==> src/design/unsigned_to_decimal_ascii_macros.svh <==
// assertion macros for the converter rtl
`ifndef UNSIGNED_TO_DECIMAL_ASCII_MACROS_SVH
`define UNSIGNED_TO_DECIMAL_ASCII_MACROS_SVH

// property must hold at every clock edge outside reset
`define U2DA_ASSERT(label, clk, rst, prop, msg) \
  label: assert property (@(posedge clk) disable iff (rst) (prop)) else $error(msg);

// antecedent in one cycle implies consequent in the next
`define U2DA_ASSERT_NEXT(label, clk, rst, ante, cons, msg) \
  label: assert property (@(posedge clk) disable iff (rst) (ante) |=> (cons)) else $error(msg);

`endif

==> src/design/u2da_pkg.sv <==
// types and constants for the decimal ascii converter
package u2da_pkg;

  localparam int MAX_DIGITS = 10;

  localparam logic [7:0] ASCII_ZERO = 8'd48;
  localparam logic [7:0] ASCII_NINE = 8'd57;
  localparam logic [7:0] ASCII_NUL  = 8'd0;

  typedef logic [3:0] digit_t;

  typedef struct packed {
    logic [31:0] value;
    logic [7:0]  buffer_size;
  } in_item_t;

  typedef struct packed {
    logic [7:0] char_code;
    logic [3:0] position;
    logic       fits;
    logic [3:0] needed_size;
    logic       last;
  } out_item_t;

endpackage

==> src/design/u2da_stream_if.sv <==
// valid/ready stream channel carrying one payload struct per beat
interface u2da_stream_if #(parameter type T = logic);
  logic valid;
  logic ready;
  T     data;

  modport source (output valid, output data, input ready);
  modport sink (input valid, input data, output ready);
endinterface

==> src/design/unsigned_to_decimal_ascii.sv <==
// unsigned binary to decimal ascii string converter
//
// din carries one beat per number: value and the size of the destination
// buffer. dout returns the string one character per beat, most significant
// digit first, then a zero terminator; every beat has its position and the
// needed size (digits plus one), last marks the final beat. If the needed
// size exceeds buffer_size a single beat with fits low is sent instead.
// Only the low VALUE_WIDTH bits of value are used (up to 32).
// din.ready is high only while no number is being worked on. A number is
// accepted in idle, converted one binary bit at a time in the shift and
// add-3 binary to bcd unit, then the string is sized and sent at one
// output beat per cycle while the receiver takes them (needed size, at
// most 11, or 1 on failure).
// dout is a register: a stall holds the beat and pauses the emission; the
// next number can be taken once the last beat has been loaded.
// Synchronous reset returns to idle and drops dout.valid.
`include "unsigned_to_decimal_ascii_macros.svh"

module unsigned_to_decimal_ascii #(
  parameter int VALUE_WIDTH = 32
) (
  input logic          clk,
  input logic          rst,
  u2da_stream_if.sink   din,
  u2da_stream_if.source dout
);

  localparam int CONV_W = (VALUE_WIDTH < 32) ? VALUE_WIDTH : 32;
  localparam int CNT_W  = $clog2(CONV_W);
  localparam logic [CNT_W-1:0] CNT_LAST = CNT_W'(CONV_W - 1);
  localparam int BCD_W  = u2da_pkg::MAX_DIGITS * 4;

  typedef enum logic [1:0] {ST_IDLE, ST_CONV, ST_SIZE, ST_EMIT} state_t;

  state_t                 state;
  logic [CONV_W-1:0]      bin;
  u2da_pkg::digit_t       bcd [u2da_pkg::MAX_DIGITS];
  logic [CNT_W-1:0]       cnt;
  logic [7:0]             buf_size;
  logic [3:0]             nd;
  logic [3:0]             need;
  logic                   fits;
  logic [3:0]             pos;
  logic                   out_valid;
  u2da_pkg::out_item_t    out_data;

  u2da_pkg::digit_t       bcd_next [u2da_pkg::MAX_DIGITS];
  logic [BCD_W-1:0]       bcd_flat;
  logic [BCD_W-1:0]       bcd_shift;
  logic [3:0]             nd_calc;
  logic [3:0]             need_calc;
  logic                   fits_calc;
  logic [3:0]             sel;
  u2da_pkg::digit_t       digit_sel;
  logic                   slot_free;
  logic                   beat_load;

  assign din.ready  = (state == ST_IDLE);
  assign dout.valid = out_valid;
  assign dout.data  = out_data;
  assign slot_free  = !out_valid || dout.ready;
  assign beat_load  = (state == ST_EMIT) && slot_free;

  // add 3 to every digit of 5 or more, then shift one binary bit in
  always_comb begin
    for (int i = 0; i < u2da_pkg::MAX_DIGITS; i++) begin
      bcd_flat[4*i +: 4] = (bcd[i] >= 4'd5) ? bcd[i] + 4'd3 : bcd[i];
    end
    bcd_shift = {bcd_flat[BCD_W-2:0], bin[CONV_W-1]};
    for (int i = 0; i < u2da_pkg::MAX_DIGITS; i++) begin
      bcd_next[i] = bcd_shift[4*i +: 4];
    end
  end

  // digit count from the highest nonzero bcd digit, zero counts as one digit
  always_comb begin
    nd_calc = 4'd1;
    for (int i = 0; i < u2da_pkg::MAX_DIGITS; i++) begin
      if (bcd[i] != 4'd0) begin
        nd_calc = 4'(i + 1);
      end
    end
    need_calc = nd_calc + 4'd1;
    fits_calc = ({4'd0, need_calc} <= buf_size);
  end

  assign sel       = nd - 4'd1 - pos;
  assign digit_sel = bcd[sel];

  always_ff @(posedge clk) begin
    if (rst) begin
      state     <= ST_IDLE;
      out_valid <= 1'b0;
    end else begin
      if (beat_load) begin
        out_valid <= 1'b1;
      end else if (dout.ready) begin
        out_valid <= 1'b0;
      end
      case (state)
        ST_IDLE: begin
          if (din.valid) begin
            bin      <= din.data.value[CONV_W-1:0];
            buf_size <= din.data.buffer_size;
            cnt      <= '0;
            for (int i = 0; i < u2da_pkg::MAX_DIGITS; i++) begin
              bcd[i] <= 4'd0;
            end
            state <= ST_CONV;
          end
        end
        ST_CONV: begin
          for (int i = 0; i < u2da_pkg::MAX_DIGITS; i++) begin
            bcd[i] <= bcd_next[i];
          end
          bin <= bin << 1;
          cnt <= cnt + 1'b1;
          if (cnt == CNT_LAST) begin
            state <= ST_SIZE;
          end
        end
        ST_SIZE: begin
          nd    <= nd_calc;
          need  <= need_calc;
          fits  <= fits_calc;
          pos   <= 4'd0;
          state <= ST_EMIT;
        end
        ST_EMIT: begin
          if (slot_free) begin
            out_data.needed_size <= need;
            out_data.fits        <= fits;
            if (!fits) begin
              out_data.char_code <= u2da_pkg::ASCII_NUL;
              out_data.position  <= 4'd0;
              out_data.last      <= 1'b1;
              state              <= ST_IDLE;
            end else if (pos != nd) begin
              out_data.char_code <= u2da_pkg::ASCII_ZERO + {4'd0, digit_sel};
              out_data.position  <= pos;
              out_data.last      <= 1'b0;
              pos                <= pos + 4'd1;
            end else begin
              out_data.char_code <= u2da_pkg::ASCII_NUL;
              out_data.position  <= nd;
              out_data.last      <= 1'b1;
              state              <= ST_IDLE;
            end
          end
        end
        default: begin
          state <= ST_IDLE;
        end
      endcase
    end
  end

  `U2DA_ASSERT(a_fail_single, clk, rst, !(dout.valid && !dout.data.fits) || (dout.data.last && dout.data.char_code == u2da_pkg::ASCII_NUL && dout.data.position == 4'd0), "failure beat must be a lone terminator")
  `U2DA_ASSERT(a_digit_range, clk, rst, !(dout.valid && !dout.data.last) || (dout.data.char_code >= u2da_pkg::ASCII_ZERO && dout.data.char_code <= u2da_pkg::ASCII_NINE), "non-final beat is not a decimal digit")
  `U2DA_ASSERT(a_pos_bound, clk, rst, !dout.valid || (dout.data.position < dout.data.needed_size), "position beyond needed size")
  `U2DA_ASSERT(a_need_range, clk, rst, !dout.valid || (dout.data.needed_size >= 4'd2 && dout.data.needed_size <= 4'd11), "needed size out of range")
  `U2DA_ASSERT_NEXT(a_accept_starts, clk, rst, din.valid && din.ready, state == ST_CONV && !din.ready, "accepted beat did not start a conversion")

endmodule

==> src/flat_wrapper.sv <==
// flat-port wrapper written by rule: the top's interface ports become plain ports
module unsigned_to_decimal_ascii_flat 
#(
  parameter int VALUE_WIDTH = 32
)
  (clk, rst, din_valid, din_data, din_ready, dout_valid, dout_data, dout_ready);
  u2da_stream_if #(.T(u2da_pkg::in_item_t)) din_i ();
  u2da_stream_if #(.T(u2da_pkg::out_item_t)) dout_i ();
  input logic clk;
  input logic rst;
  input wire logic [$bits(din_i.valid)-1:0] din_valid;
  input wire logic [$bits(din_i.data)-1:0] din_data;
  output wire logic [$bits(din_i.ready)-1:0] din_ready;
  output wire logic [$bits(dout_i.valid)-1:0] dout_valid;
  output wire logic [$bits(dout_i.data)-1:0] dout_data;
  input wire logic [$bits(dout_i.ready)-1:0] dout_ready;
  assign din_i.valid = din_valid;
  assign din_i.data = din_data;
  assign din_ready = din_i.ready;
  assign dout_valid = dout_i.valid;
  assign dout_data = dout_i.data;
  assign dout_i.ready = dout_ready;
  unsigned_to_decimal_ascii #(.VALUE_WIDTH(VALUE_WIDTH)) u_core (.clk(clk), .rst(rst), .din(din_i), .dout(dout_i));
endmodule
==> config.mk <==
export PLATFORM = sky130hd
export DESIGN_NAME = unsigned_to_decimal_ascii_flat
export DESIGN_NICKNAME = d
export VERILOG_FILES = /design/src/design/u2da_pkg.sv /design/src/design/u2da_stream_if.sv /design/src/design/unsigned_to_decimal_ascii.sv /design/src/flat_wrapper.sv
export VERILOG_INCLUDE_DIRS = /design/src /design/src/design
export SDC_FILE = /design/constraint.sdc
export NUM_CORES = 1
export LEC_CHECK = 0
export BUFFER_PORTS_ARGS = -buffer_cell sky130_fd_sc_hd__clkbuf_2
export CAP_MARGIN = 0
export CORE_MARGIN = 2
export CORE_UTILIZATION = 35
export DETAILED_ROUTE_END_ITERATION = 12
export GPL_TIMING_DRIVEN = 0
export PLACE_DENSITY = 0.56
export SLEW_MARGIN = 30
export SYNTH_ARGS = -nofsm -noshare
export SYNTH_HDL_FRONTEND = slang
export SYNTH_SLANG_ARGS = --single-unit
==> constraint.sdc <==
create_clock -name clk -period 5.95 [get_ports clk]
set_clock_uncertainty 0.2 [all_clocks]
set_input_delay 1.19 -clock clk [delete_from_list [all_inputs] [get_ports clk]]
set_output_delay 1.19 -clock clk [all_outputs]
set_load 0.005 [all_outputs]
==> impl_results.rst, run 1 <==
.. list-table::
   :header-rows: 1

   * - Metric
     - Value
   * - Number of clock sinks
     - 116
   * - Hold-fix buffers at CTS
     - 0
   * - Total Die Area
     - 18700 um^2
   * - Pleak
     - 2.83 nW
   * - Slew @ Worst Pin
     - 0.757 ns
   * - Width of the chip
     - 137 um
   * - Post-Synth XOR/XNOR Area
     - 4.08%
   * - Net count, final
     - 648
   * - Peak VDD IR
     - 0.234 mV
   * - Std cell rows
     - 48
   * - Detailed-router iteration count before antenna repair
     - 4
   * - Weighted congestion at the end of routability-driven global placement
     - 0.781
   * - Simple-Gate Fraction of Synth Area
     - 11.4%
   * - Root Driver
     - clkbuf_16
   * - Post-route total power
     - 3.50 mW
   * - Number of flip-flops and latches in the synthesized netlist
     - 116
   * - Total via count in the routed design
     - 3924
   * - Detailed Place HPWL
     - 8790 um
   * - Cell taking the most area after synthesis
     - edfxtp_1
   * - Non-Filler Instances
     - 804
   * - Global routing usage summed across all routing layers
     - 14.3%
   * - Power spent charging and discharging nets
     - 1.07 mW
   * - Count of input and output buffers
     - 61
   * - Run status
     - finished clean
   * - Overflow left after global routing
     - 0
   * - Wire length of the first global-routing pass
     - 20000 um
   * - Relative max-transition margin
     - 49.4%
   * - Area growth syn-to-layout
     - 21.3%
   * - RSZ-0062 raised after global routing
     - false
   * - Layout cell share with drive strength beyond 1
     - 27.1%
   * - Count of final max-slew check failures
     - 0
   * - Fraction of power consumed by combinational cells
     - 28.9%
   * - Clock power share
     - 32.7%
   * - Max-Cap Viols
     - 0
   * - Initial core utilization
     - 35.8%
   * - Mux share of post-synthesis cell area
     - 9.23%
   * - Cell count after synthesis
     - 483
   * - Final hold violation count
     - 0
   * - Number of distinct standard cells referenced by the synthesized netlist
     - 47
   * - Utilization after layout
     - 43.4%
   * - Number of vias per cell after detailed routing
     - 4.88
   * - Worst slack on hold paths
     - 0.230 ns
   * - Startpoint type of the worst setup path
     - register
   * - Sequential fraction of design power
     - 38.4%
   * - Share of the yosys chip area belonging to registers
     - 56.0%
   * - Post-detailed-route DRC marker count
     - 0
   * - Share of the synthesized area in the top cell type
     - 55.0%
   * - Post-Synth Adder-Cell Area
     - 7.83%
   * - Placeable core region
     - 17200 um^2
   * - Syn Std Cell Area
     - 6160 um^2
   * - Count of filler cells inserted in the layout
     - 1551
   * - H-Tree Level Count
     - 4
   * - Pin count of the biggest net entering global routing
     - 41
   * - TritonCTS clock tree
     - built
   * - Number of antenna violations at the first check in global routing
     - 0
   * - Residual antenna-violating net count after detailed routing
     - 0
   * - Final critical delay including setup and external delays
     - 3.40 ns
   * - Gates resized, CTS repair
     - 0
   * - IO Count
     - 64
   * - Async set-reset flop share out of synthesis
     - 0%
   * - Detailed router's first-iteration violation count
     - 130
   * - Share of the synthesized area in compound gates (AO/OA/AOI/OAI)
     - 7.83%
   * - Synth area leaders
     - edfxtp_1, ha_1, mux2_2
   * - Worst-Skew Late Latency
     - 0.42 ns
   * - # setup viols final
     - 0
   * - Ratio of total power to cell area
     - 468 nW/um^2
   * - Post-CTS setup repair buffer count
     - 0
   * - Register-to-Register Path Depth
     - 12
   * - Highest achievable clock rate
     - 294 MHz
   * - Final routed wirelength across all metal layers
     - 12100 um
   * - Clock Path Buffers
     - 2
   * - Internal power
     - 2.43 mW
   * - Vias in the first global route
     - 4008
   * - Startpoint-to-endpoint class of the critical path
     - reg2reg
   * - Detailed-route wire length per cell
     - 15.1 um
   * - Number of buffers added by the clock tree synthesis step
     - 17
   * - Number of instances on the worst hold path
     - 0
   * - Worst endpoint required time
     - 6.01 ns
   * - Y dimension of the die
     - 137 um
   * - Switching share of power
     - 30.6%
   * - CP Data Arrival Time
     - 3.46 ns
   * - Largest family of logic cells by synthesized area
     - simple AND/OR/NAND/NOR gates
   * - Mean Syn Cell Area
     - 12.8 um^2
   * - Period utilization
     - 57.2%
   * - EDFF count, synth
     - 113
   * - Yosys warning total
     - 0
   * - Number of antenna diodes
     - 0
   * - Path category of the worst min-delay check
     - reg2reg
   * - Largest fanout on the critical path
     - 4
   * - Critical Path End Type
     - register
   * - Placed cell count
     - 772
   * - Clock transition time at the flip-flop clock pins of the worst setup and hold paths
     - 0.05 ns
   * - Primary FF master, synth
     - edfxtp_1
## worst paths after layout
| path | from | to | slack, ns |
|---|---|---|---|
| max | u_core.bcd[3][0] | u_core.fits | 2.55 |
| min | u_core.need[2] | u_core.dout.data[3] | 0.23 |
| max reg2reg | u_core.bcd[3][0] | u_core.fits | 2.55 |
| min reg2reg | u_core.need[2] | u_core.dout.data[3] | 0.23 |
## layout make-up
| cell class | count | area (um^2) | area share, % |
|---|---|---|---|
| multi-input combinational | 317 | 2520 | 33.7 |
| sequential | 116 | 3450 | 46.2 |
| timing repair buffer | 63 | 340 | 4.55 |
| tap | 225 | 282 | 3.77 |
| inverter | 34 | 128 | 1.71 |
| clock inverter | 15 | 236 | 3.16 |
| clock buffer | 17 | 425 | 5.69 |
| buffer | 17 | 92.6 | 1.24 |
## power by group through the flow
stage / registers [mW] / clock network, mW / logic, mW
global placement: 1.37 / 0 / 0.954
detailed placement: 1.36 / 0 / 1.02
finish: 1.34 / 1.14 / 1.01
global route: 1.37 / 1.21 / 1.14
CTS: 1.34 / 1.17 / 1.03
floorplan: 1.31 / 0 / 0.775
## cell usage in the layout (no fill, tap or decap), types with 14 or more instances in the layout
master / count
nor2b_1: 19
ha_1: 37
nor2_1: 30
nand2_1: 24
a211oi_1: 14
edfxtp_1: 113
clkbuf_2: 61
inv_1: 34
clkbuf_16: 17
a21oi_1: 33
mux2_2: 31
## Yosys cell counts (3+ instances only)
library cell	count
a2111oi_0	4
a211oi_1	14
a21oi_1	33
and2_1	8
buf_2	8
buf_4	3
clkbuf_1	5
dfxtp_1	3
edfxtp_1	113
ha_1	37
inv_1	34
mux2_2	31
mux2i_1	4
mux4_2	8
nand2_1	25
nand2b_1	12
nand3_1	6
nor2_1	30
nor2b_1	19
nor3_1	10
nor3b_1	4
nor3b_2	3
o21a_1	4
o21ai_0	13
or3b_1	3
xnor2_1	12
xor2_1	13
## cells by family after synthesis
kind of cell,Yosys count
buffers and inverters,51
AO/OA/AOI/OAI,76
AND/OR/NAND/NOR,131
other,1
multiplexers,43
adder cells (fa/ha/maj),38
XOR/XNOR,27
flip-flops,116
## routing by layer
layer  up-vias  part of all wire, %  global-route usage (%)  wire length, um
li1       1927                    -                       -                -
met1      1876                   45                    17.2             5400
met2        95                   47                    22.7             5720
met3        26                  5.4                    5.07              660
met4         0                  2.7                    7.29              325
met5         -                    0                       0                0
## sequential cells by signal (all words and copies together) (netlist names)
signal	count
u_core.bin	32
u_core.pos	4
u_core.state	2
u_core.need	4
u_core.dout.valid	1
u_core.fits	1
u_core.buf_size	8
u_core.nd	4
u_core.cnt	5
u_core.dout.data	15
u_core.bcd	40
## stage by stage
step | setup TNS [ns] | setup WS (ns) | area (um^2)
2_1_floorplan | 0 | 1.01 | 6170
4_1_cts | 0 | 2.58 | 7480
5_1_grt | 0 | 2.35 | 7480
3_5_place_dp | 0 | 2.39 | 6810
6_report | 0 | 2.55 | 7480
3_3_place_gp | -11.94 | -0.324 | 6760
## worst max-delay path, stage by stage (launching register included)
cell      delay (ns)
edfxtp_1        0.48
inv_1           0.14
ha_1            0.21
or3b_1          0.39
nor2_1          0.24
a21oi_1         0.10
o21ai_0         0.25
ha_1            0.31
ha_1            0.29
nor2b_1         0.14
o21a_1          0.16
o21a_1          0.17
o211ai_1        0.16
No activity file was read; power rests on OpenSTA's default activity.
==> run 2, diff against run 1 <==
--- a/config.mk
+++ b/config.mk
@@ -12,7 +12,7 @@
 export CORE_UTILIZATION = 35
 export DETAILED_ROUTE_END_ITERATION = 12
 export GPL_TIMING_DRIVEN = 0
-export PLACE_DENSITY = 0.56
+export PLACE_DENSITY = 0.58
 export SLEW_MARGIN = 30
 export SYNTH_ARGS = -nofsm -noshare
 export SYNTH_HDL_FRONTEND = slang
==> constraint.sdc (replaced) <==
create_clock -name clk -period 2.95 [get_ports clk]
set_clock_uncertainty 0.2 [all_clocks]
set_input_delay 0.59 -clock clk [delete_from_list [all_inputs] [get_ports clk]]
set_output_delay 0.59 -clock clk [all_outputs]
set_load 0.005 [all_outputs]
==> run 2 against run 1 <==
The flow now finishes with violations (setup timing). Non-clock buffer count increased by 15. Final area is 2.5% higher. Clock power is 84% higher. Worst setup slack got worse by 2.6 ns. Global-route usage rose by 0.45 points. Register-to-register slack got worse by 2.6 ns. Sequential power is 100% higher. Hold slack lost 0.085 ns. Cell count up 1.9%. Critical path depth decreased by 1. Largest cell class unchanged.
==> impl_results.rst, run 2 (synthesized netlist as in run 1, its figures left out) <==
.. list-table::
   :header-rows: 1

   * - Metric
     - Value
   * - Run status
     - finished, violations left (was finished clean)
   * - Violated checks
     - setup timing
   * - Number of buffers added by the clock tree synthesis step
     - 17 (unchanged)
   * - Wire length of the first global-routing pass
     - 20700 um (was 20000 um)
   * - Slew @ Worst Pin
     - 0.773 ns (was 0.757 ns)
   * - IO Count
     - 64 (unchanged)
   * - Max reg flops
     - 40 (unchanged)
   * - Highest-count cells in the layout ignoring fill and taps
     - edfxtp_1, clkbuf_2, a21oi_1, mux2_2, ha_1 (was edfxtp_1, clkbuf_2, ha_1, inv_1, a21oi_1)
   * - Root Driver
     - clkbuf_16 (unchanged)
   * - RSZ-0062 raised after global routing
     - true (was false)
   * - Vias in the first global route
     - 4156 (was 4008)
   * - Std cell rows
     - 48 (unchanged)
   * - Period utilization
     - 102% (was 57.2%)
   * - Worst slack on hold paths
     - 0.146 ns (was 0.230 ns)
   * - Max-Cap Viols
     - 0 (unchanged)
   * - Detailed Place HPWL
     - 8750 um (was 8790 um)
   * - Global routing usage summed across all routing layers
     - 14.8% (was 14.3%)
   * - Placeable core region
     - 17200 um^2 (unchanged)
   * - Ratio of total power to cell area
     - 923 nW/um^2 (was 468 nW/um^2)
   * - Total Neg Setup Slack
     - -0.0495 ns (was 0 ns)
   * - Total Die Area
     - 18700 um^2 (unchanged)
   * - Detailed-route wire length per cell
     - 15.6 um (was 15.1 um)
   * - Switching share of power
     - 32.1% (was 30.6%)
   * - Width of the chip
     - 137 um (unchanged)
   * - Final critical delay including setup and external delays
     - 3.00 ns (was 3.40 ns)
   * - Weighted congestion at the end of routability-driven global placement
     - 0.810 (was 0.781)
   * - Residual antenna-violating net count after detailed routing
     - 0 (unchanged)
   * - Pin count of the biggest net entering global routing
     - 41 (unchanged)
   * - Largest fanout on the critical path
     - 4 (unchanged)
   * - Power spent charging and discharging nets
     - 2.27 mW (was 1.07 mW)
   * - Number of clock sinks
     - 116 (unchanged)
   * - Pleak
     - 2.90 nW (was 2.83 nW)
   * - Count of input and output buffers
     - 61 (unchanged)
   * - Post-route setup slack
     - -0.0495 ns (was 2.55 ns)
   * - Utilization after layout
     - 44.5% (was 43.4%)
   * - Number of antenna violations at the first check in global routing
     - 0 (unchanged)
   * - Detailed router's first-iteration violation count
     - 223 (was 130)
   * - Startpoint type of the worst setup path
     - register (unchanged)
   * - Clock transition time at the flip-flop clock pins of the worst setup and hold paths
     - 0.06 ns (was 0.05 ns)
   * - Layout cell share with drive strength beyond 1
     - 33.5% (was 27.1%)
   * - Clock power share
     - 29.7% (was 32.7%)
   * - Critical Path End Type
     - register (unchanged)
   * - Cell with the largest stage delay on the worst path
     - edfxtp_1 (unchanged)
   * - Number of antenna diodes
     - 0 (unchanged)
   * - H-Tree Level Count
     - 4 (unchanged)
   * - Path category of the worst min-delay check
     - in2reg (was reg2reg)
   * - Internal power
     - 4.80 mW (was 2.43 mW)
   * - Count of final max-slew check failures
     - 0 (unchanged)
   * - Crit-path max cell delay
     - 0.41 ns (was 0.48 ns)
   * - # setup viols final
     - 1 (was 0)
   * - Final hold violation count
     - 0 (unchanged)
   * - CP Data Arrival Time
     - 3.05 ns (was 3.46 ns)
   * - Post-route total power
     - 7.07 mW (was 3.50 mW)
   * - Highest achievable clock rate
     - 333 MHz (was 294 MHz)
   * - Net count, final
     - 663 (was 648)
   * - Peak VDD IR
     - 0.453 mV (was 0.234 mV)
   * - Largest registers in the final layout
     - u_core.bcd x40, u_core.bin x32, u_core.dout.data x15 (unchanged)
   * - CP dominant cell by count
     - o21a_1 (was ha_1)
   * - Startpoint-to-endpoint class of the critical path
     - reg2reg (unchanged)
   * - Fraction of power consumed by combinational cells
     - 31.9% (was 28.9%)
   * - Clock Path Buffers
     - 2 (unchanged)
   * - Number of vias per cell after detailed routing
     - 4.88 (about the same)
   * - Detailed-router iteration count before antenna repair
     - 4 (unchanged)
   * - Ordered list of cells on the worst path
     - inv_2, ha_4, or3b_4, o21a_1, o21a_1, ha_4, ha_4, nor2b_4, o21a_1, o21a_1, o211ai_1 (was inv_1, ha_1, or3b_1, nor2_1, a21oi_1, o21ai_0, ha_1, ha_1, nor2b_1, o21a_1, o21a_1, o211ai_1)
   * - Overflow left after global routing
     - 0 (unchanged)
   * - Y dimension of the die
     - 137 um (unchanged)
   * - Register with the most flip-flops
     - u_core.bcd (unchanged)
   * - Post-detailed-route DRC marker count
     - 0 (unchanged)
   * - Sequential fraction of design power
     - 38.4% (about the same)
   * - Total via count in the routed design
     - 4000 (was 3924)
   * - Relative max-transition margin
     - 48.5% (was 49.4%)
   * - Place WS
     - -0.421 ns (was 2.39 ns)
   * - Commonest non-fill, non-tap cell in the layout
     - edfxtp_1 (unchanged)
   * - Worst endpoint required time
     - 3.01 ns (was 6.01 ns)
   * - Initial core utilization
     - 35.8% (unchanged)
   * - Hold-fix buffers at CTS
     - 0 (unchanged)
   * - Area growth syn-to-layout
     - 24.3% (was 21.3%)
   * - Final routed wirelength across all metal layers
     - 12800 um (was 12100 um)
   * - Worst-Skew Late Latency
     - 0.42 ns (about the same)
   * - TritonCTS clock tree
     - built (unchanged)
[run 2: changes by cell type in the layout (fill, tap and decap cells not counted), sizes merged]
cell      previous run  this run
clkinvlp             3         5
clkbuf              83        84
bufinv               6         3
buf                 14        29
[run 2: what timing repair did]
| item | 4_1_cts | 5_1_grt |
|---|---|---|
| buffers inserted | 13 | 2 |
| gates resized for setup | 26 | 7 |
| pin swaps | 8 | 3 |
| setup endpoints to repair | 1 | 41 |
[run 2: power by group through the flow]
| stage | sequential (mW) | clock [mW] | combinational [mW] |
|---|---|---|---|
| floorplan | 2.63 | 0 | 1.57 |
| global placement | 2.74 | 0 | 1.93 |
| detailed placement | 2.74 | 0 | 2.06 |
| CTS | 2.71 | 2.13 | 2.23 |
| global route | 2.77 | 2.22 | 2.51 |
| finish | 2.72 | 2.10 | 2.26 |
[run 2: metrics by stage]
step | area, um^2 | std cells
floorplan | 6170 | 484
global placement | 6760 | 770
detailed placement | 6810 | 772
CTS | 7620 | 817
global route | 7660 | 819
finish | 7660 | 819
[run 2: routing by layer]
metal | global-route usage (%) | routed length (um) | up-vias
met5 | 0 | 0 | -
met2 | 23.5 | 6210 | 89
met4 | 6.54 | 185 | 0
met3 | 4.85 | 706 | 14
met1 | 18.3 | 5660 | 1941
li1 | - | - | 1956
[run 2: critical path, delay by kind of cell, from the launching register on]
kind / cells / cell delay (ns)
adder cells (fa/ha/maj): 3 / 0.64
AO/OA/AOI/OAI: 5 / 0.95
buffers and inverters: 1 / 0.11
AND/OR/NAND/NOR: 2 / 0.51
flip-flops: 1 / 0.41
[run 2: worst paths after layout]
path / endpoint / cells after the start / slack, ns / from
setup / recovery: u_core.fits / 11 / -0.05 / u_core.bcd[4][0]
hold / removal: u_core.buf_size[5] / 1 / 0.15 / din_data[5]
setup reg to reg: u_core.fits / 11 / -0.05 / u_core.bcd[4][0]
hold reg to reg: u_core.dout.data[2] / 0 / 0.22 / u_core.need[1]
[run 2: cell type report]
class                      instances  area (um^2)
buffer                            17         93.8
tap                              225          282
clock buffer                      18          439
sequential                       116         3450
timing repair buffer              78          453
clock inverter                    14          161
fill                            1565         9570
multi-input combinational        317         2650
inverter                          34          128
